==> src/design/rrts_pkg.sv <==
// Shared codes, state encoding and interface structs of the round-robin thread scheduler.
`default_nettype none

package rrts_pkg;

    localparam int OUT_ID_W = 3;

    // operation codes carried on the input tuser
    localparam logic [2:0] FUNC_TICK    = 3'd0;
    localparam logic [2:0] FUNC_ADD     = 3'd1;
    localparam logic [2:0] FUNC_SUSPEND = 3'd2;
    localparam logic [2:0] FUNC_SLEEP   = 3'd3;
    localparam logic [2:0] FUNC_KILL    = 3'd4;

    localparam logic [1:0] ST_OK        = 2'd0;
    localparam logic [1:0] ST_FULL      = 2'd1;
    localparam logic [1:0] ST_NO_AWAKE  = 2'd2;
    localparam logic [1:0] ST_NO_THREAD = 2'd3;

    typedef enum logic [3:0] {
        S_IDLE,
        S_EXEC,
        S_SW_NEXT,
        S_SCAN,
        S_DEC,
        S_DEC_LAST,
        S_ADD_ID,
        S_ADD_LNK,
        S_ADD_W2,
        S_ADD_W3,
        S_KILL_W1,
        S_KILL_W2,
        S_KILL_W3,
        S_DONE
    } t_state;

    // per-field write enables of the slot table row
    typedef struct packed {
        logic next;
        logic prev;
        logic free;
    } t_slot_we;

    typedef struct packed {
        logic                valid;
        logic [1:0]          status;
        logic [OUT_ID_W-1:0] running_id;
        logic [OUT_ID_W-1:0] added_id;
    } t_result;

endpackage

`default_nettype wire

==> src/design/rrts_slot_ram.sv <==
// Slot table: ring links and free-ID stack, one row per slot, one read and one write port.
`default_nettype none

module rrts_slot_ram #(
    parameter int DEPTH = 8,
    parameter int ID_W  = 3
) (
    input  wire                   i_clk,
    input  wire                   i_rst_n,
    input  wire                   i_rd_en,
    input  wire  [ID_W-1:0]       i_rd_addr,
    output logic [ID_W-1:0]       o_rd_next,
    output logic [ID_W-1:0]       o_rd_prev,
    output logic [ID_W-1:0]       o_rd_free,
    input  rrts_pkg::t_slot_we    i_we,
    input  wire  [ID_W-1:0]       i_wr_addr,
    input  wire  [ID_W-1:0]       i_wr_next,
    input  wire  [ID_W-1:0]       i_wr_prev,
    input  wire  [ID_W-1:0]       i_wr_free
);
    import rrts_pkg::*;

    logic [ID_W-1:0]  r_next_mem [DEPTH];
    logic [ID_W-1:0]  r_prev_mem [DEPTH];
    logic [ID_W-1:0]  r_free_mem [DEPTH];
    // stack entry not yet written reads as its own index
    logic [DEPTH-1:0] r_free_vld;

    always_ff @(posedge i_clk) begin
        if (i_we.next) begin
            r_next_mem[i_wr_addr] <= i_wr_next;
        end
        if (i_we.prev) begin
            r_prev_mem[i_wr_addr] <= i_wr_prev;
        end
        if (i_we.free) begin
            r_free_mem[i_wr_addr] <= i_wr_free;
        end
    end

    always_ff @(posedge i_clk) begin
        if (!i_rst_n) begin
            r_free_vld <= '0;
        end else if (i_we.free) begin
            r_free_vld[i_wr_addr] <= 1'b1;
        end
    end

    always_ff @(posedge i_clk) begin
        if (i_rd_en) begin
            o_rd_next <= r_next_mem[i_rd_addr];
            o_rd_prev <= r_prev_mem[i_rd_addr];
            o_rd_free <= r_free_vld[i_rd_addr] ? r_free_mem[i_rd_addr] : i_rd_addr;
        end
    end

endmodule

`default_nettype wire

==> src/design/rrts_sleep_ram.sv <==
// Sleep countdown memory, one 16-bit entry per slot, one read and one write port.
`default_nettype none

module rrts_sleep_ram #(
    parameter int DEPTH = 8,
    parameter int ID_W  = 3
) (
    input  wire               i_clk,
    input  wire               i_rd_en,
    input  wire  [ID_W-1:0]   i_rd_addr,
    output logic [15:0]       o_rd_data,
    input  wire               i_we,
    input  wire  [ID_W-1:0]   i_wr_addr,
    input  wire  [15:0]       i_wr_data
);
    // an entry is cleared when its slot joins the ring, before any scan reads it
    logic [15:0] r_mem [DEPTH];

    always_ff @(posedge i_clk) begin
        if (i_we) begin
            r_mem[i_wr_addr] <= i_wr_data;
        end
        if (i_rd_en) begin
            o_rd_data <= r_mem[i_rd_addr];
        end
    end

endmodule

`default_nettype wire

==> src/design/rrts_seq.sv <==
// Operation sequencer: ring scan, link updates, free stack and sleep decrement sweep.
`default_nettype none

module rrts_seq #(
    parameter int MAX_THREADS = 8,
    parameter int ID_W        = 3,
    parameter int CNT_W       = 4
) (
    input  wire                   i_clk,
    input  wire                   i_rst_n,
    input  wire                   i_start,
    input  wire  [2:0]            i_func,
    input  wire  [15:0]           i_ticks,
    input  wire                   i_out_free,
    output logic                  o_idle,
    output rrts_pkg::t_result     o_result,
    // slot table
    output logic                  o_slot_rd_en,
    output logic [ID_W-1:0]       o_slot_rd_addr,
    input  wire  [ID_W-1:0]       i_slot_rd_next,
    input  wire  [ID_W-1:0]       i_slot_rd_prev,
    input  wire  [ID_W-1:0]       i_slot_rd_free,
    output rrts_pkg::t_slot_we    o_slot_we,
    output logic [ID_W-1:0]       o_slot_wr_addr,
    output logic [ID_W-1:0]       o_slot_wr_next,
    output logic [ID_W-1:0]       o_slot_wr_prev,
    output logic [ID_W-1:0]       o_slot_wr_free,
    // sleep memory
    output logic                  o_sleep_rd_en,
    output logic [ID_W-1:0]       o_sleep_rd_addr,
    input  wire  [15:0]           i_sleep_rd_data,
    output logic                  o_sleep_we,
    output logic [ID_W-1:0]       o_sleep_wr_addr,
    output logic [15:0]           o_sleep_wr_data
);
    import rrts_pkg::*;

    localparam logic [CNT_W-1:0] CNT_MAX  = CNT_W'(MAX_THREADS);
    localparam logic [CNT_W-1:0] CNT_ONE  = CNT_W'(1);
    localparam logic [ID_W-1:0]  LAST_IDX = ID_W'(MAX_THREADS - 1);

    t_state            r_state, n_state;
    logic [2:0]        r_func, n_func;
    logic [15:0]       r_ticks, n_ticks;
    logic [ID_W-1:0]   r_running, n_running;
    logic [CNT_W-1:0]  r_count, n_count;
    logic [ID_W-1:0]   r_cur, n_cur;
    logic [CNT_W-1:0]  r_i, n_i;
    logic [ID_W-1:0]   r_fallback, n_fallback;
    logic [ID_W-1:0]   r_id, n_id;
    logic [ID_W-1:0]   r_after, n_after;
    logic [ID_W-1:0]   r_p, n_p;
    logic [ID_W-1:0]   r_k, n_k;
    logic [ID_W-1:0]   r_wa, n_wa;
    logic              r_dv, n_dv;
    logic [1:0]        r_status, n_status;
    logic [ID_W-1:0]   r_added, n_added;

    logic [CNT_W-1:0]  cnt_dec;
    logic [15:0]       sleep_dec;
    logic              scan_end;

    assign cnt_dec   = r_count - CNT_ONE;
    assign sleep_dec = (i_sleep_rd_data != 16'd0) ? i_sleep_rd_data - 16'd1 : i_sleep_rd_data;

    always_ff @(posedge i_clk) begin
        if (!i_rst_n) begin
            r_state   <= S_IDLE;
            r_running <= '0;
            r_count   <= '0;
            r_dv      <= 1'b0;
        end else begin
            r_state   <= n_state;
            r_running <= n_running;
            r_count   <= n_count;
            r_dv      <= n_dv;
        end
    end

    always_ff @(posedge i_clk) begin
        r_func     <= n_func;
        r_ticks    <= n_ticks;
        r_cur      <= n_cur;
        r_i        <= n_i;
        r_fallback <= n_fallback;
        r_id       <= n_id;
        r_after    <= n_after;
        r_p        <= n_p;
        r_k        <= n_k;
        r_wa       <= n_wa;
        r_status   <= n_status;
        r_added    <= n_added;
    end

    always_comb begin
        n_state    = r_state;
        n_func     = r_func;
        n_ticks    = r_ticks;
        n_running  = r_running;
        n_count    = r_count;
        n_cur      = r_cur;
        n_i        = r_i;
        n_fallback = r_fallback;
        n_id       = r_id;
        n_after    = r_after;
        n_p        = r_p;
        n_k        = r_k;
        n_wa       = r_wa;
        n_dv       = r_dv;
        n_status   = r_status;
        n_added    = r_added;
        scan_end   = 1'b0;

        o_idle          = 1'b0;
        o_slot_rd_en    = 1'b0;
        o_slot_rd_addr  = r_running;
        o_slot_we       = '0;
        o_slot_wr_addr  = r_running;
        o_slot_wr_next  = '0;
        o_slot_wr_prev  = '0;
        o_slot_wr_free  = '0;
        o_sleep_rd_en   = 1'b0;
        o_sleep_rd_addr = r_cur;
        o_sleep_we      = 1'b0;
        o_sleep_wr_addr = r_running;
        o_sleep_wr_data = '0;

        o_result.valid      = 1'b0;
        o_result.status     = r_status;
        o_result.running_id = (r_count == '0) ? '0 : OUT_ID_W'(r_running);
        o_result.added_id   = OUT_ID_W'(r_added);

        case (r_state)
            S_IDLE: begin
                o_idle = 1'b1;
                if (i_start) begin
                    n_func   = i_func;
                    n_ticks  = i_ticks;
                    n_status = ST_OK;
                    n_added  = '0;
                    n_state  = S_EXEC;
                end
            end
            S_EXEC: begin
                case (r_func)
                    FUNC_TICK: begin
                        if (r_count == '0) begin
                            n_status = ST_NO_THREAD;
                            n_k      = '0;
                            n_dv     = 1'b0;
                            n_state  = S_DEC;
                        end else begin
                            o_slot_rd_en = 1'b1;
                            n_fallback   = r_running;
                            n_state      = S_SW_NEXT;
                        end
                    end
                    FUNC_ADD: begin
                        if (r_count == CNT_MAX) begin
                            n_status = ST_FULL;
                            n_state  = S_DONE;
                        end else begin
                            o_slot_rd_en   = 1'b1;
                            o_slot_rd_addr = r_count[ID_W-1:0];
                            n_state        = S_ADD_ID;
                        end
                    end
                    FUNC_SUSPEND, FUNC_SLEEP: begin
                        if (r_count == '0) begin
                            n_status = ST_NO_THREAD;
                            n_state  = S_DONE;
                        end else begin
                            o_slot_rd_en = 1'b1;
                            n_fallback   = r_running;
                            if (r_func == FUNC_SLEEP) begin
                                o_sleep_we      = 1'b1;
                                o_sleep_wr_data = r_ticks;
                            end
                            n_state = S_SW_NEXT;
                        end
                    end
                    FUNC_KILL: begin
                        if (r_count == '0) begin
                            n_status = ST_NO_THREAD;
                            n_state  = S_DONE;
                        end else begin
                            o_slot_rd_en = 1'b1;
                            n_state      = S_KILL_W1;
                        end
                    end
                    default: begin
                        n_state = S_DONE;
                    end
                endcase
            end
            S_SW_NEXT: begin
                // scan starts at the running slot's successor
                o_slot_rd_en    = 1'b1;
                o_slot_rd_addr  = i_slot_rd_next;
                o_sleep_rd_en   = 1'b1;
                o_sleep_rd_addr = i_slot_rd_next;
                n_cur           = i_slot_rd_next;
                n_i             = '0;
                n_state         = S_SCAN;
            end
            S_SCAN: begin
                // data of r_cur is on the read ports; one ring member per cycle
                if (i_sleep_rd_data == 16'd0) begin
                    n_running = r_cur;
                    n_status  = ST_OK;
                    scan_end  = 1'b1;
                end else if ((r_i + CNT_ONE) == r_count) begin
                    n_running = r_fallback;
                    n_status  = ST_NO_AWAKE;
                    scan_end  = 1'b1;
                end else begin
                    o_slot_rd_en    = 1'b1;
                    o_slot_rd_addr  = i_slot_rd_next;
                    o_sleep_rd_en   = 1'b1;
                    o_sleep_rd_addr = i_slot_rd_next;
                    n_cur           = i_slot_rd_next;
                    n_i             = r_i + CNT_ONE;
                end
                if (scan_end) begin
                    if (r_func == FUNC_TICK) begin
                        n_k     = '0;
                        n_dv    = 1'b0;
                        n_state = S_DEC;
                    end else begin
                        n_state = S_DONE;
                    end
                end
            end
            S_DEC: begin
                // read entry r_k while writing back the previous one
                o_sleep_rd_en   = 1'b1;
                o_sleep_rd_addr = r_k;
                o_sleep_we      = r_dv;
                o_sleep_wr_addr = r_wa;
                o_sleep_wr_data = sleep_dec;
                n_wa            = r_k;
                n_dv            = 1'b1;
                n_k             = r_k + ID_W'(1);
                if (r_k == LAST_IDX) begin
                    n_state = S_DEC_LAST;
                end
            end
            S_DEC_LAST: begin
                o_sleep_we      = 1'b1;
                o_sleep_wr_addr = r_wa;
                o_sleep_wr_data = sleep_dec;
                n_dv            = 1'b0;
                n_state         = S_DONE;
            end
            S_ADD_ID: begin
                n_id         = i_slot_rd_free;
                o_slot_rd_en = 1'b1;
                n_state      = S_ADD_LNK;
            end
            S_ADD_LNK: begin
                if (r_count == '0) begin
                    // ring of one
                    o_slot_we.next  = 1'b1;
                    o_slot_we.prev  = 1'b1;
                    o_slot_wr_addr  = r_id;
                    o_slot_wr_next  = r_id;
                    o_slot_wr_prev  = r_id;
                    o_sleep_we      = 1'b1;
                    o_sleep_wr_addr = r_id;
                    n_running       = r_id;
                    n_count         = r_count + CNT_ONE;
                    n_added         = r_id;
                    n_state         = S_DONE;
                end else begin
                    o_slot_we.next = 1'b1;
                    o_slot_wr_addr = r_running;
                    o_slot_wr_next = r_id;
                    n_after        = i_slot_rd_next;
                    n_state        = S_ADD_W2;
                end
            end
            S_ADD_W2: begin
                o_slot_we.prev = 1'b1;
                o_slot_wr_addr = r_after;
                o_slot_wr_prev = r_id;
                n_state        = S_ADD_W3;
            end
            S_ADD_W3: begin
                o_slot_we.next  = 1'b1;
                o_slot_we.prev  = 1'b1;
                o_slot_wr_addr  = r_id;
                o_slot_wr_next  = r_after;
                o_slot_wr_prev  = r_running;
                o_sleep_we      = 1'b1;
                o_sleep_wr_addr = r_id;
                n_count         = r_count + CNT_ONE;
                n_added         = r_id;
                n_state         = S_DONE;
            end
            S_KILL_W1: begin
                o_slot_we.next = 1'b1;
                o_slot_wr_addr = i_slot_rd_prev;
                o_slot_wr_next = i_slot_rd_next;
                n_p            = i_slot_rd_prev;
                n_after        = i_slot_rd_next;
                n_state        = S_KILL_W2;
            end
            S_KILL_W2: begin
                o_slot_we.prev = 1'b1;
                o_slot_wr_addr = r_after;
                o_slot_wr_prev = r_p;
                n_state        = S_KILL_W3;
            end
            S_KILL_W3: begin
                // push the dead slot and continue the scan at its successor
                o_slot_we.free = 1'b1;
                o_slot_wr_addr = cnt_dec[ID_W-1:0];
                o_slot_wr_free = r_running;
                n_count        = cnt_dec;
                if (r_count == CNT_ONE) begin
                    n_running = '0;
                    n_state   = S_DONE;
                end else begin
                    o_slot_rd_en    = 1'b1;
                    o_slot_rd_addr  = r_after;
                    o_sleep_rd_en   = 1'b1;
                    o_sleep_rd_addr = r_after;
                    n_cur           = r_after;
                    n_i             = '0;
                    n_fallback      = r_after;
                    n_state         = S_SCAN;
                end
            end
            S_DONE: begin
                o_result.valid = 1'b1;
                if (i_out_free) begin
                    n_state = S_IDLE;
                end
            end
            default: begin
                n_state = S_IDLE;
            end
        endcase
    end

endmodule

`default_nettype wire

==> src/design/round_robin_thread_scheduler.sv <==
// Round-robin thread scheduler with per-slot sleep timers, top level.
// One item at a time; the result is loaded into an output register from the done state once that register is free.
// The ring scan visits one ring member per cycle; a kill of the last thread skips it.
// A tick also runs a decrement sweep over all MAX_THREADS sleep entries, even with no thread.
// Synchronous reset clears the control state; no memory clearing pass.
`default_nettype none

module round_robin_thread_scheduler #(
    parameter int MAX_THREADS = 8
) (
    input  wire         i_clk,
    input  wire         i_rst_n,
    input  wire         s_axis_tvalid,
    output logic        s_axis_tready,
    input  wire  [15:0] s_axis_tdata,   // [15:0] sleep_ticks
    input  wire  [2:0]  s_axis_tuser,   // [2:0] func
    output logic        m_axis_tvalid,
    input  wire         m_axis_tready,
    output logic [7:0]  m_axis_tdata    // [1:0] status, [4:2] running_id, [7:5] added_id
);
    import rrts_pkg::*;

    localparam int ID_W  = $clog2(MAX_THREADS);
    localparam int CNT_W = $clog2(MAX_THREADS + 1);

    logic              idle;
    logic              out_free;
    t_result           result;

    logic              slot_rd_en;
    logic [ID_W-1:0]   slot_rd_addr;
    logic [ID_W-1:0]   slot_rd_next;
    logic [ID_W-1:0]   slot_rd_prev;
    logic [ID_W-1:0]   slot_rd_free;
    t_slot_we          slot_we;
    logic [ID_W-1:0]   slot_wr_addr;
    logic [ID_W-1:0]   slot_wr_next;
    logic [ID_W-1:0]   slot_wr_prev;
    logic [ID_W-1:0]   slot_wr_free;

    logic              sleep_rd_en;
    logic [ID_W-1:0]   sleep_rd_addr;
    logic [15:0]       sleep_rd_data;
    logic              sleep_we;
    logic [ID_W-1:0]   sleep_wr_addr;
    logic [15:0]       sleep_wr_data;

    logic              r_m_valid;
    logic [7:0]        r_m_data;

    assign s_axis_tready = idle;
    assign out_free      = !r_m_valid || m_axis_tready;
    assign m_axis_tvalid = r_m_valid;
    assign m_axis_tdata  = r_m_data;

    // output register: the sequencer may take a new item while this one waits
    always_ff @(posedge i_clk) begin
        if (!i_rst_n) begin
            r_m_valid <= 1'b0;
        end else if (result.valid && out_free) begin
            r_m_valid <= 1'b1;
        end else if (m_axis_tready) begin
            r_m_valid <= 1'b0;
        end
    end

    always_ff @(posedge i_clk) begin
        if (result.valid && out_free) begin
            r_m_data <= {result.added_id, result.running_id, result.status};
        end
    end

    rrts_seq #(
        .MAX_THREADS (MAX_THREADS),
        .ID_W        (ID_W),
        .CNT_W       (CNT_W)
    ) u_seq (
        .i_clk           (i_clk),
        .i_rst_n         (i_rst_n),
        .i_start         (s_axis_tvalid),
        .i_func          (s_axis_tuser),
        .i_ticks         (s_axis_tdata),
        .i_out_free      (out_free),
        .o_idle          (idle),
        .o_result        (result),
        .o_slot_rd_en    (slot_rd_en),
        .o_slot_rd_addr  (slot_rd_addr),
        .i_slot_rd_next  (slot_rd_next),
        .i_slot_rd_prev  (slot_rd_prev),
        .i_slot_rd_free  (slot_rd_free),
        .o_slot_we       (slot_we),
        .o_slot_wr_addr  (slot_wr_addr),
        .o_slot_wr_next  (slot_wr_next),
        .o_slot_wr_prev  (slot_wr_prev),
        .o_slot_wr_free  (slot_wr_free),
        .o_sleep_rd_en   (sleep_rd_en),
        .o_sleep_rd_addr (sleep_rd_addr),
        .i_sleep_rd_data (sleep_rd_data),
        .o_sleep_we      (sleep_we),
        .o_sleep_wr_addr (sleep_wr_addr),
        .o_sleep_wr_data (sleep_wr_data)
    );

    rrts_slot_ram #(
        .DEPTH (MAX_THREADS),
        .ID_W  (ID_W)
    ) u_slot_ram (
        .i_clk     (i_clk),
        .i_rst_n   (i_rst_n),
        .i_rd_en   (slot_rd_en),
        .i_rd_addr (slot_rd_addr),
        .o_rd_next (slot_rd_next),
        .o_rd_prev (slot_rd_prev),
        .o_rd_free (slot_rd_free),
        .i_we      (slot_we),
        .i_wr_addr (slot_wr_addr),
        .i_wr_next (slot_wr_next),
        .i_wr_prev (slot_wr_prev),
        .i_wr_free (slot_wr_free)
    );

    rrts_sleep_ram #(
        .DEPTH (MAX_THREADS),
        .ID_W  (ID_W)
    ) u_sleep_ram (
        .i_clk     (i_clk),
        .i_rd_en   (sleep_rd_en),
        .i_rd_addr (sleep_rd_addr),
        .o_rd_data (sleep_rd_data),
        .i_we      (sleep_we),
        .i_wr_addr (sleep_wr_addr),
        .i_wr_data (sleep_wr_data)
    );

endmodule

`default_nettype wire

==> config.mk <==
export PLATFORM = sky130hd
export DESIGN_NAME = round_robin_thread_scheduler
export DESIGN_NICKNAME = d
export VERILOG_FILES = /design/src/design/rrts_pkg.sv /design/src/design/rrts_slot_ram.sv /design/src/design/rrts_sleep_ram.sv /design/src/design/rrts_seq.sv /design/src/design/round_robin_thread_scheduler.sv
export SDC_FILE = /design/constraint.sdc
export NUM_CORES = 1
export LEC_CHECK = 0
export ABC_CLOCK_PERIOD_IN_PS = 4250
export BUFFER_PORTS_ARGS = -buffer_cell sky130_fd_sc_hd__buf_2
export CAP_MARGIN = 20
export CORE_UTILIZATION = 40
export CTS_CLUSTER_DIAMETER = 30
export CTS_CLUSTER_SIZE = 12
export DETAILED_ROUTE_END_ITERATION = 12
export MAX_ROUTING_LAYER = met4
export SYNTH_ARGS = -nofsm -noshare
export SYNTH_HDL_FRONTEND = slang
export SYNTH_SLANG_ARGS = --single-unit
==> constraint.sdc <==
create_clock -name i_clk -period 4.25 [get_ports i_clk]
set_input_delay 0.6375 -clock i_clk [delete_from_list [all_inputs] [get_ports i_clk]]
set_output_delay 0.6375 -clock i_clk [all_outputs]
set_load 0.02 [all_outputs]
# Yosys cells after proc, flatten, opt, wreduce, memory -nomap -nowiden

Memory sizes are Yosys's and may differ from the RTL's. A register that Yosys moved wholly into a read port is not among the register bits.
Cells that the tools add are included.

Register bits: 81
Latch bits: 0
Bits in writable memories: 200
ROM bits: 0
Logic and storage cells: 222
Memories: 4

Memories:

| memory                | words | bits a word | read ports | clocked after Yosys merged registers in | wr ports | RTL line             | RTL |
|---|---|---|---|---|---|---|---|
| u_sleep_ram.r_mem     | 8     | 16          | 1          | 1                                       | 1        | rrts_sleep_ram.sv:17 | `logic [15:0] r_mem [DEPTH];` |
| u_slot_ram.r_free_mem | 8     | 3           | 1          | 0                                       | 1        | rrts_slot_ram.sv:25  | `logic [ID_W-1:0] r_free_mem [DEPTH];` |
| u_slot_ram.r_next_mem | 8     | 3           | 1          | 1                                       | 1        | rrts_slot_ram.sv:23  | `logic [ID_W-1:0] r_next_mem [DEPTH];` |
| u_slot_ram.r_prev_mem | 8     | 3           | 1          | 1                                       | 1        | rrts_slot_ram.sv:24  | `logic [ID_W-1:0] r_prev_mem [DEPTH];` |

Add/subtract/negate cells: 5
Multiply operators: 0
Divide/modulo/power cells: 0
$lt $le $gt $ge: 3
Equality and inequality tests: 40
Shifts and indexed selects: 0
Muxes and demuxes: 108
Bitwise logic cells: 1
Reductions and logical operators: 40

Operators with widths:

| operator                                               | number |
|---|---|
| 2-to-1 mux 3 bit                                       | 28 |
| 2-to-1 mux 16 bit                                      | 4 |
| one-hot mux 3 bit (3 select lines)                     | 6 |
| one-hot mux 4 bit (13 select lines)                    | 1 |
| 2-to-1 mux 4 bit                                       | 12 |
| one-hot mux 3 bit (4 select lines)                     | 3 |
| 2-to-1 mux 1 bit                                       | 32 |
| one-hot mux 16 bit (2 select lines)                    | 1 |
| == test 4 bit (second input constant)                  | 7 |
| one-hot mux 4 bit (3 select lines)                     | 2 |
| nonzero test 3 bit                                     | 6 |
| == test 4 x 3 -> 1 bit (second input constant)         | 4 |
| zero test 16 bit                                       | 1 |
| inequality test 2 bit (second input constant)          | 8 |
| one-hot mux 4 bit (4 select lines)                     | 1 |
| nonzero test 16 bit                                    | 1 |
| subtractor 16 x 1 -> 16 bit (second input constant)    | 1 |
| one-hot mux 3 bit (5 select lines)                     | 1 |
| inequality test 2 x 1 -> 1 bit (second input constant) | 7 |
| one-hot mux 1 bit (4 select lines)                     | 3 |
| one-hot mux 3 bit (2 select lines)                     | 2 |
| AND reduction 4 bit                                    | 3 |
| OR reduction 2 bit                                     | 6 |
| 2-to-1 mux 2 bit                                       | 5 |
| 34 further kinds                                       | 52 |

# Logic depth before layout (Yosys ltp)

Gate-level depths: netlist of the first run.

Depth in word-level cells: 8
Gate-level depth with buffers: 13

# Hierarchy

Synthesis of the first run repeated with hierarchy kept, for this count alone.

Cell total of the unflattened synthesis: 907
Area total of the unflattened synthesis: 13711.9 µm²

Modules (own cells, without submodules):

| module                       | times used | cells each | area an instance (µm²) | seq. area each (µm²) |
|---|---|---|---|---|
| rrts_sleep_ram               | 1          | 214        | 5454.0                 | 4324.1 |
| rrts_seq                     | 1          | 501        | 4496.8                 | 1711.6 |
| rrts_slot_ram                | 1          | 179        | 3463.3                 | 2592.5 |
| round_robin_thread_scheduler | 1          | 13         | 297.8                  | 260.2 |

# Least setup slack after synthesis of the first run

Ideal clock, no wire load.

Kind: reg-to-reg
Start point: reg u_seq.r_count[0]
End point: mem u_sleep_ram.r_mem[6][0] (enable)
Arrival time: 3.318 ns
Data required time: 3.841 ns
Setup slack: 0.523 ns
Cell stages (with the launch flop): 9
Path buffers: 0
Clock period less this slack: 3.727 ns
Path through: dfxtp_1 -> inv_1 -> ha_1 -> nor3b_1 -> nor2_1 -> a22oi_1 -> o311ai_0 -> nand2b_1 -> nor3_1

Longest elaborated chain between the ends: 6

Ends and longest elaborated chain:

| element                                | RTL line                         | RTL |
|---|---|---|
| start, declared                        | rrts_seq.sv:46                   | `logic [CNT_W-1:0] r_count, n_count;` |
| start signal, assigned                 | rrts_seq.sv:75                   | `r_count <= n_count;` |
| zero test 4 bit *                      | rrts_seq.sv:169, rrts_seq.sv:261 |  |
| 2-to-1 mux 1 bit                       | rrts_seq.sv:169                  | `if (r_count == '0) begin` |
| 2-to-1 mux 1 bit                       | rrts_seq.sv:145                  | `case (r_func)` |
| one-hot mux 1 bit (4 select lines)     | rrts_seq.sv:133                  | `case (r_state)` |
| 2-to-1 mux 1 bit                       | rrts_sleep_ram.sv:20             | `if (i_we) begin` |
| 2-to-1 mux 1 bit (not written as such) | rrts_sleep_ram.sv:21             | `r_mem[i_wr_addr] <= i_wr_data;` |
| end, declared                          | rrts_sleep_ram.sv:17             |  |

Mark *: on every way between the ends. The rest lies on a longest branch, timed or not.

# Final worst setup path of the first run

Start point: reg u_sleep_ram.o_rd_data[4] (read register of u_sleep_ram.r_mem)
End point: reg u_slot_ram.o_rd_free[1] (data pin)

Longest elaborated chain between the ends: 6

Ends and longest elaborated chain:

| element                                | RTL line             | RTL |
|---|---|---|
| start, declared                        | rrts_sleep_ram.sv:11 | `output logic [15:0] o_rd_data,` |
| zero test 16 bit *                     | rrts_seq.sv:208      | `if (i_sleep_rd_data == 16'd0) begin` |
| 2-to-1 mux 3 bit *                     | rrts_seq.sv:208      |  |
| one-hot mux 3 bit (4 select lines) *   | rrts_seq.sv:133      |  |
| binary-select mux 1 bit (select 3 bit) | rrts_slot_ram.sv:53  | `o_rd_free <= r_free_vld[i_rd_addr] ? r_free_mem[i_rd_addr] : i_rd_addr;` |
| 2-to-1 mux 1 bit (not written as such) | rrts_slot_ram.sv:53  |  |
| 2-to-1 mux 3 bit *                     | rrts_slot_ram.sv:53  |  |
| end signal, assigned                   | rrts_slot_ram.sv:53  |  |
| end, declared                          | rrts_slot_ram.sv:14  | `output logic [ID_W-1:0] o_rd_free,` |

Mark *: on every way between the ends. The rest lies on a longest branch, timed or not. The select of a mux whose other input is x is not followed.
A chain may end at the register's enable or synchronous reset.

==> flow_summary.toml, run 1 <==
[cells_and_area]
final_area_sq_um = 16700
syn2layout_area_growth_pct = 23.4
drive_gt1_share_pct = 24.2
num_antenna_cells = 0
fin_nets = 1070

[die]
die_x_microns = 186
io_pins = 33
die_h_microns = 186
dieArea_sq_um = 34500
row_count = 66
coreArea_sq_um = 32900
initial_core_util_pct = 41.1

[critical_path]
cp.required_ns = 4.55
critPathKind = "flip-flop to flip-flop"
cp-end-kind = "flip-flop"
start_kind = "flip-flop"
crit_fanout = 16
arrival_ns = 4.43

[clock_tree]
cts.sinks = 303
cts_setup_buffers = 0
ctsHoldBuffers = 0
clk_pin_slew_worst_paths_ns = 0.05
clockBufferDepth = 3
cts_made_buffers = 67
clkLatencyLatePin_ns = 0.57
cts_tree = "yes"
h-tree-depth = 3
cts-resized-gates = 0
cts_root_buffer = "clkbuf_16"

[synth]
syn_avg_cell_area_sq_um = 14.3
async_flop_share_pct = 0
synth-edff-count = 282
ys_ff_latch = 303
synth.distinct_cells = 72
synth_cells = 943
synth_area_leaders = "edfxtp_1 63%, mux4_2 5.0%, mux2i_1 3.7%, dfxtp_1 3.1%, nor2_1 2.1%"
yosysWarnings = 0
netlist_top_cells_count = "282 x edfxtp_1, 76 x nor2_1, 59 x nand2_1"
synth_top_area_share_pct = 62.7
synth.most_common_cell = "edfxtp_1"
synth_top_area_cell = "edfxtp_1"
yosysSeqAreaShare_pct = 65.8
netlist_area_sq_um = 13500
ys.flop_type = "edfxtp_1"
syn_nets = 975

[timing]
worst_slew_pin_slew_ns = 1.05
fmax_mhz = 242
min_period_ns = 4.13
drv_slew = 0
slew_headroom_pct = 29.9
hold_viol = 0
fin_crit_sh_pct = 97.3
setup_viol = 0
skew_ns = 0.0202
fin_setup_tns_ns = 0
grt_setup_unrepaired = "false"

[outcome]
status = "complete, no violations"

[flow_run]
maxCapViolCount = 0

[routing]
drt_pre_antenna_iters = 5
antenna_left = 0
drtIter0Drc = 838
routed_wirelength_mm = 32.7
routedWlPerCell_microns = 21.3
via_count = 8521
drc = 0
via_per_inst = 5.55

[placed_design]
gp_congestion = 0.920
place_area_sq_um = 14400
hpwlAfterDp_mm = 20.8
portBuffers = 32

[pwr]
power.density_nw_per_um2 = 779
ir_drop_mv = 0.459
leakage_nw = 5.81

[hold_path]
hold_path.class = "input pin to flip-flop"

[global_routing]
antenna_found_initial = 0
grt_start_max_net_pins = 33
grt_pass1_wl_mm = 50.5
grt_pass1_vias = 8605
gr-total-overflow = 0
grtUsageTotal_pct = 20.4
[power by group]
| part | total [mW] | internal, mW | switching [mW] |
|---|---|---|---|
| clock | 4.88 | 3.20 | 1.68 |
| combinational | 3.83 | 1.62 | 2.21 |
| sequential | 4.27 | 3.99 | 0.285 |
| total | 13.0 | 8.81 | 4.18 |
[cells by family (layout without fill, tap and decap cells)]
group,after synthesis,after routing,share of synthesized area [%]
DFF,303,303,65.8
muxes,104,104,10.9
buffers and inverters,78,228,2.55
adders and majority gates,9,9,0.834
xor gates and xnor gates,25,25,1.72
and+or+nand+nor,237,237,8.81
AOI/OAI and AO/OA,187,187,9.33
[per-layer routing]
layer | part of all wire (%) | global-route usage [%] | up-vias
li1 | - | - | 3896
met5 | 0 | - | -
met4 | 2.9 | 8.62 | 0
met3 | 5.5 | 3.93 | 73
met2 | 46 | 30.0 | 280
met1 | 45 | 27.6 | 4272
[sequential cells by signal, summed over array words and instances, names as in the netlist, 8 cells and up]
register / count
u_slot_ram.r_free_vld: 8
u_slot_ram.r_prev_mem: 24
m_axis_tdata: 8
u_sleep_ram.o_rd_data: 16
u_slot_ram.r_next_mem: 24
u_sleep_ram.r_mem: 128
u_slot_ram.r_free_mem: 24
u_seq.r_ticks: 16
[layout by cell type (no fill, tap or decap), types with 7 or more instances in the layout]
cell / Yosys / layout
a2111oi_0: 12 / 12
a21boi_0: 13 / 13
a21oi_1: 36 / 36
and2_1: 10 / 10
buf_2: 4 / 32
buf_4: 2 / 40
clkbuf_1: 39 / 9
clkbuf_16: 0 / 68
clkinv_1: 0 / 8
clkinv_2: 0 / 11
clkinvlp_4: 0 / 7
dfxtp_1: 21 / 21
edfxtp_1: 282 / 282
ha_1: 9 / 9
inv_1: 26 / 26
mux2_2: 22 / 22
mux2i_1: 50 / 50
mux4_2: 30 / 30
nand2_1: 59 / 59
nand2b_1: 14 / 14
nand3_1: 14 / 14
nor2_1: 76 / 70
nor3_1: 13 / 11
nor4_1: 9 / 9
o21a_1: 8 / 8
o21ai_0: 50 / 50
o22ai_1: 9 / 7
xnor2_1: 15 / 15
xor2_1: 9 / 9
[final cells by class]
class	instances	area [sq um]
fill	2833	16200
sequential	303	8890
multi-input combinational	562	4350
clock buffer	80	1780
timing repair buffer	78	576
tap	442	553
clock inverter	44	424
inverter	26	97.6
[worst paths after layout]
kind,cells after the start,start,slack [ns],endpoint
hold / removal,1,s_axis_tdata[13],0.24,u_seq.r_ticks[13]
setup / recovery,9,u_sleep_ram.o_rd_data[4],0.12,u_slot_ram.o_rd_free[1]
setup reg to reg,9,u_sleep_ram.o_rd_data[4],0.12,u_slot_ram.o_rd_free[1]
hold reg to reg,0,u_seq.r_added[1],0.42,m_axis_tdata[6]
[per-stage QoR]
| stage | instances | hold WS (ns) | worst slack [ns] | power (mW) | utilization [%] |
|---|---|---|---|---|---|
| after floorplan | 943 | 0.400 | 0.523 | 6.92 | - |
| after global placement | 1410 | 0.404 | 0.279 | 8.07 | 43.9 |
| after detailed placement | 1410 | 0.405 | 0.246 | 8.11 | 43.9 |
| after CTS | 1534 | 0.213 | 0.0889 | 13.1 | 50.6 |
| after global routing | 1535 | 0.219 | 0.000173 | 13.6 | 50.7 |
| final | 1535 | 0.243 | 0.117 | 13.0 | 50.7 |
[worst max-delay path, stage by stage (launching register included)]
cell	delay, ns
edfxtp_1	0.44
or4_4	0.56
or4b_4	0.51
o22a_1	0.42
mux2i_1	0.25
buf_4	0.23
nand2_1	0.17
a2111oi_0	0.73
nor4_1	0.21
a211o_1	0.33
No activity file was read; power rests on OpenSTA's default activity.
==> run 2, diff against run 1 <==
--- a/config.mk
+++ b/config.mk
@@ -8,11 +8,13 @@
 export ABC_CLOCK_PERIOD_IN_PS = 4250
 export BUFFER_PORTS_ARGS = -buffer_cell sky130_fd_sc_hd__buf_2
 export CAP_MARGIN = 20
+export CORE_ASPECT_RATIO = 1.2
 export CORE_UTILIZATION = 40
 export CTS_CLUSTER_DIAMETER = 30
 export CTS_CLUSTER_SIZE = 12
 export DETAILED_ROUTE_END_ITERATION = 12
 export MAX_ROUTING_LAYER = met4
+export RECOVER_POWER = 50
 export SYNTH_ARGS = -nofsm -noshare
 export SYNTH_HDL_FRONTEND = slang
 export SYNTH_SLANG_ARGS = --single-unit
==> constraint.sdc (replaced) <==
create_clock -name i_clk -period 4.25 [get_ports i_clk]
set_input_delay 0.425 -clock i_clk [delete_from_list [all_inputs] [get_ports i_clk]]
set_output_delay 0.425 -clock i_clk [all_outputs]
set_load 0.02 [all_outputs]
==> flow_summary.toml, run 2 (synthesized netlist as in run 1, its figures left out) <==
[outcome]
status = "complete, no violations"

[critical_path]
critPathBufInv = 1
start_kind = "flip-flop"
crit_chain = "nor4bb_2 > or2_0 > nor2_1 > o21ai_0 > o21ai_0 > nor3_1 > buf_4"
arrival_ns = 4.29
critPathKind = "flip-flop to flip-flop"
r2r_end = "u_sleep_ram.r_mem[7][8]"
worstRegToRegCells = 7
cp-end-kind = "flip-flop"
crit_fanout = 20
crit_family = "simple AND/OR/NAND/NOR gates"
cp.required_ns = 4.47
cpPeakStageDelay_ns = 1.00
cp_slowest_cell = "nor4bb_2"
reg2reg_from = "u_seq.r_state[2]"
r2r_setup_slack_ns = 0.18
crit_top_cell = "o21ai_0"
startpoint = "u_seq.r_state[2]"

[clock_tree]
cts_made_buffers = 66
cts_tree = "yes"
cts_root_buffer = "clkbuf_16"
ctsHoldBuffers = 0
clk_pin_slew_worst_paths_ns = 0.04
h-tree-depth = 3
cts.sinks = 303
clockBufferDepth = 3
cts_setup_buffers = 0
clkLatencyLatePin_ns = 0.56

[cells_and_area]
fin_nets = 1064
final_cell_mix = "282 x edfxtp_1, 70 x nor2_1, 68 x clkbuf_16"
num_antenna_cells = 0
utilization_pct = 49.8
largest_reg_flops = 128
syn2layout_area_growth_pct = 22.2
final_area_sq_um = 16500
largest-register = "u_sleep_ram.r_mem"
layout_commonest_cell = "edfxtp_1"
drive_gt1_share_pct = 21.4

[pwr]
p_sw_mw = 4.13
comb_power_share_pct = 29.0
swShare_pct = 32.1
p_clk_share_pct = 37.6
ir_drop_mv = 0.452
power.density_nw_per_um2 = 779
leakage_nw = 5.67
p_seq_share_pct = 33.4
intPower_mw = 8.73

[routing]
via_count = 8472
routedWlPerCell_microns = 21.2
drc = 0
via_per_inst = 5.52
routed_wirelength_mm = 32.5
drt_pre_antenna_iters = 5
drtIter0Drc = 856
antenna_left = 0

[global_routing]
gr-total-overflow = 0
grt_pass1_wl_mm = 50.6
grt_pass1_vias = 8905
antenna_found_initial = 0
grt_start_max_net_pins = 33
grtUsageTotal_pct = 20.1

[die]
die_h_microns = 203
coreArea_sq_um = 33200
dieArea_sq_um = 34500
io_pins = 33
initial_core_util_pct = 40.7
die_x_microns = 170
row_count = 73

[hold_path]
holdPathEnd = "u_seq.r_ticks[1]"
whs_path_depth = 1
hold_path.class = "input pin to flip-flop"
hp-start = "s_axis_tdata[1]"

[placed_design]
portBuffers = 32
place_area_sq_um = 14400
hpwlAfterDp_mm = 21.1
gp_congestion = 0.932

[timing]
skew_ns = 0.0286
worst_slew_pin_slew_ns = 1.17
min_period_ns = 4.07
fmax_mhz = 245
fin_setup_tns_ns = 0
hold_viol = 0
grt_setup_unrepaired = "false"
setup_viol = 0
fin_crit_sh_pct = 95.8
drv_slew = 0
slew_headroom_pct = 21.7
holdWs_ns = 0.0354

[flow_run]
maxCapViolCount = 0
-- run 2: changes by cell type in the layout (fill, tap and decap cells not counted), moves of 4 or more --
cell,previous run,this run
clkinv_2,11,6
and2_0,0,4
and2_1,10,6
buf_2,32,22
clkbuf_1,9,31
buf_4,40,27
-- run 2: final cells by class --
| cell class | instances | area (sq um) |
|---|---|---|
| Clock inverter | 40 | 379 |
| Tap cell | 450 | 563 |
| Multi-Input combinational cell | 562 | 4340 |
| Timing Repair Buffer | 73 | 468 |
| Inverter | 26 | 97.6 |
| Clock buffer | 81 | 1770 |
| Sequential cell | 303 | 8890 |
| Fill cell | 2863 | 16600 |
-- run 2: routing by layer --
| metal | global-route usage (%) | wire length [microns] | vias to the layer above |
|---|---|---|---|
| met5 | - | 0 | - |
| met4 | 8.59 | 967 | 0 |
| met3 | 4.11 | 1770 | 75 |
| met2 | 33.5 | 16300 | 277 |
| met1 | 23.5 | 13400 | 4232 |
| li1 | - | - | 3888 |
-- run 2: per-stage QoR --
step / cells / setup WS (ns) / total power [mW]
2_1_floorplan: 943 / 0.523 / 6.92
3_3_place_gp: 1414 / 0.214 / 8.04
6_report: 1535 / 0.177 / 12.9
4_1_cts: 1535 / 0.217 / 13.0
5_1_grt: 1535 / 0.0222 / 13.4
3_5_place_dp: 1414 / 0.257 / 8.08
-- run 2: repair_timing --
| action | in CTS | in global routing |
|---|---|---|
| endpoints found under the setup margin | 0 | 1 |
| gates resized for setup | 0 | 1 |
| hold endpoints to repair | 0 | 0 |
-- run 2: worst max path at each step --
stage                               to  slack, ns  cells past startpoint
2_1_floorplan  u_sleep_ram.r_mem[6][0]       0.52                      8
3_5_place_dp   u_slot_ram.o_rd_free[1]       0.26                      9
4_1_cts        u_slot_ram.o_rd_free[1]       0.22                      9
6_report       u_sleep_ram.r_mem[7][8]       0.18                      7
3_3_place_gp   u_slot_ram.o_rd_free[1]       0.21                      9
5_1_grt        u_slot_ram.o_rd_free[0]       0.02                      9
-- run 2: power groups by stage --
stage	clock network [mW]	logic [mW]	registers [mW]
after floorplan	0	2.74	4.18
after global placement	0	3.72	4.32
after detailed placement	0	3.76	4.32
after CTS	4.91	3.78	4.28
after global routing	5.06	4.05	4.33
final	4.83	3.73	4.29
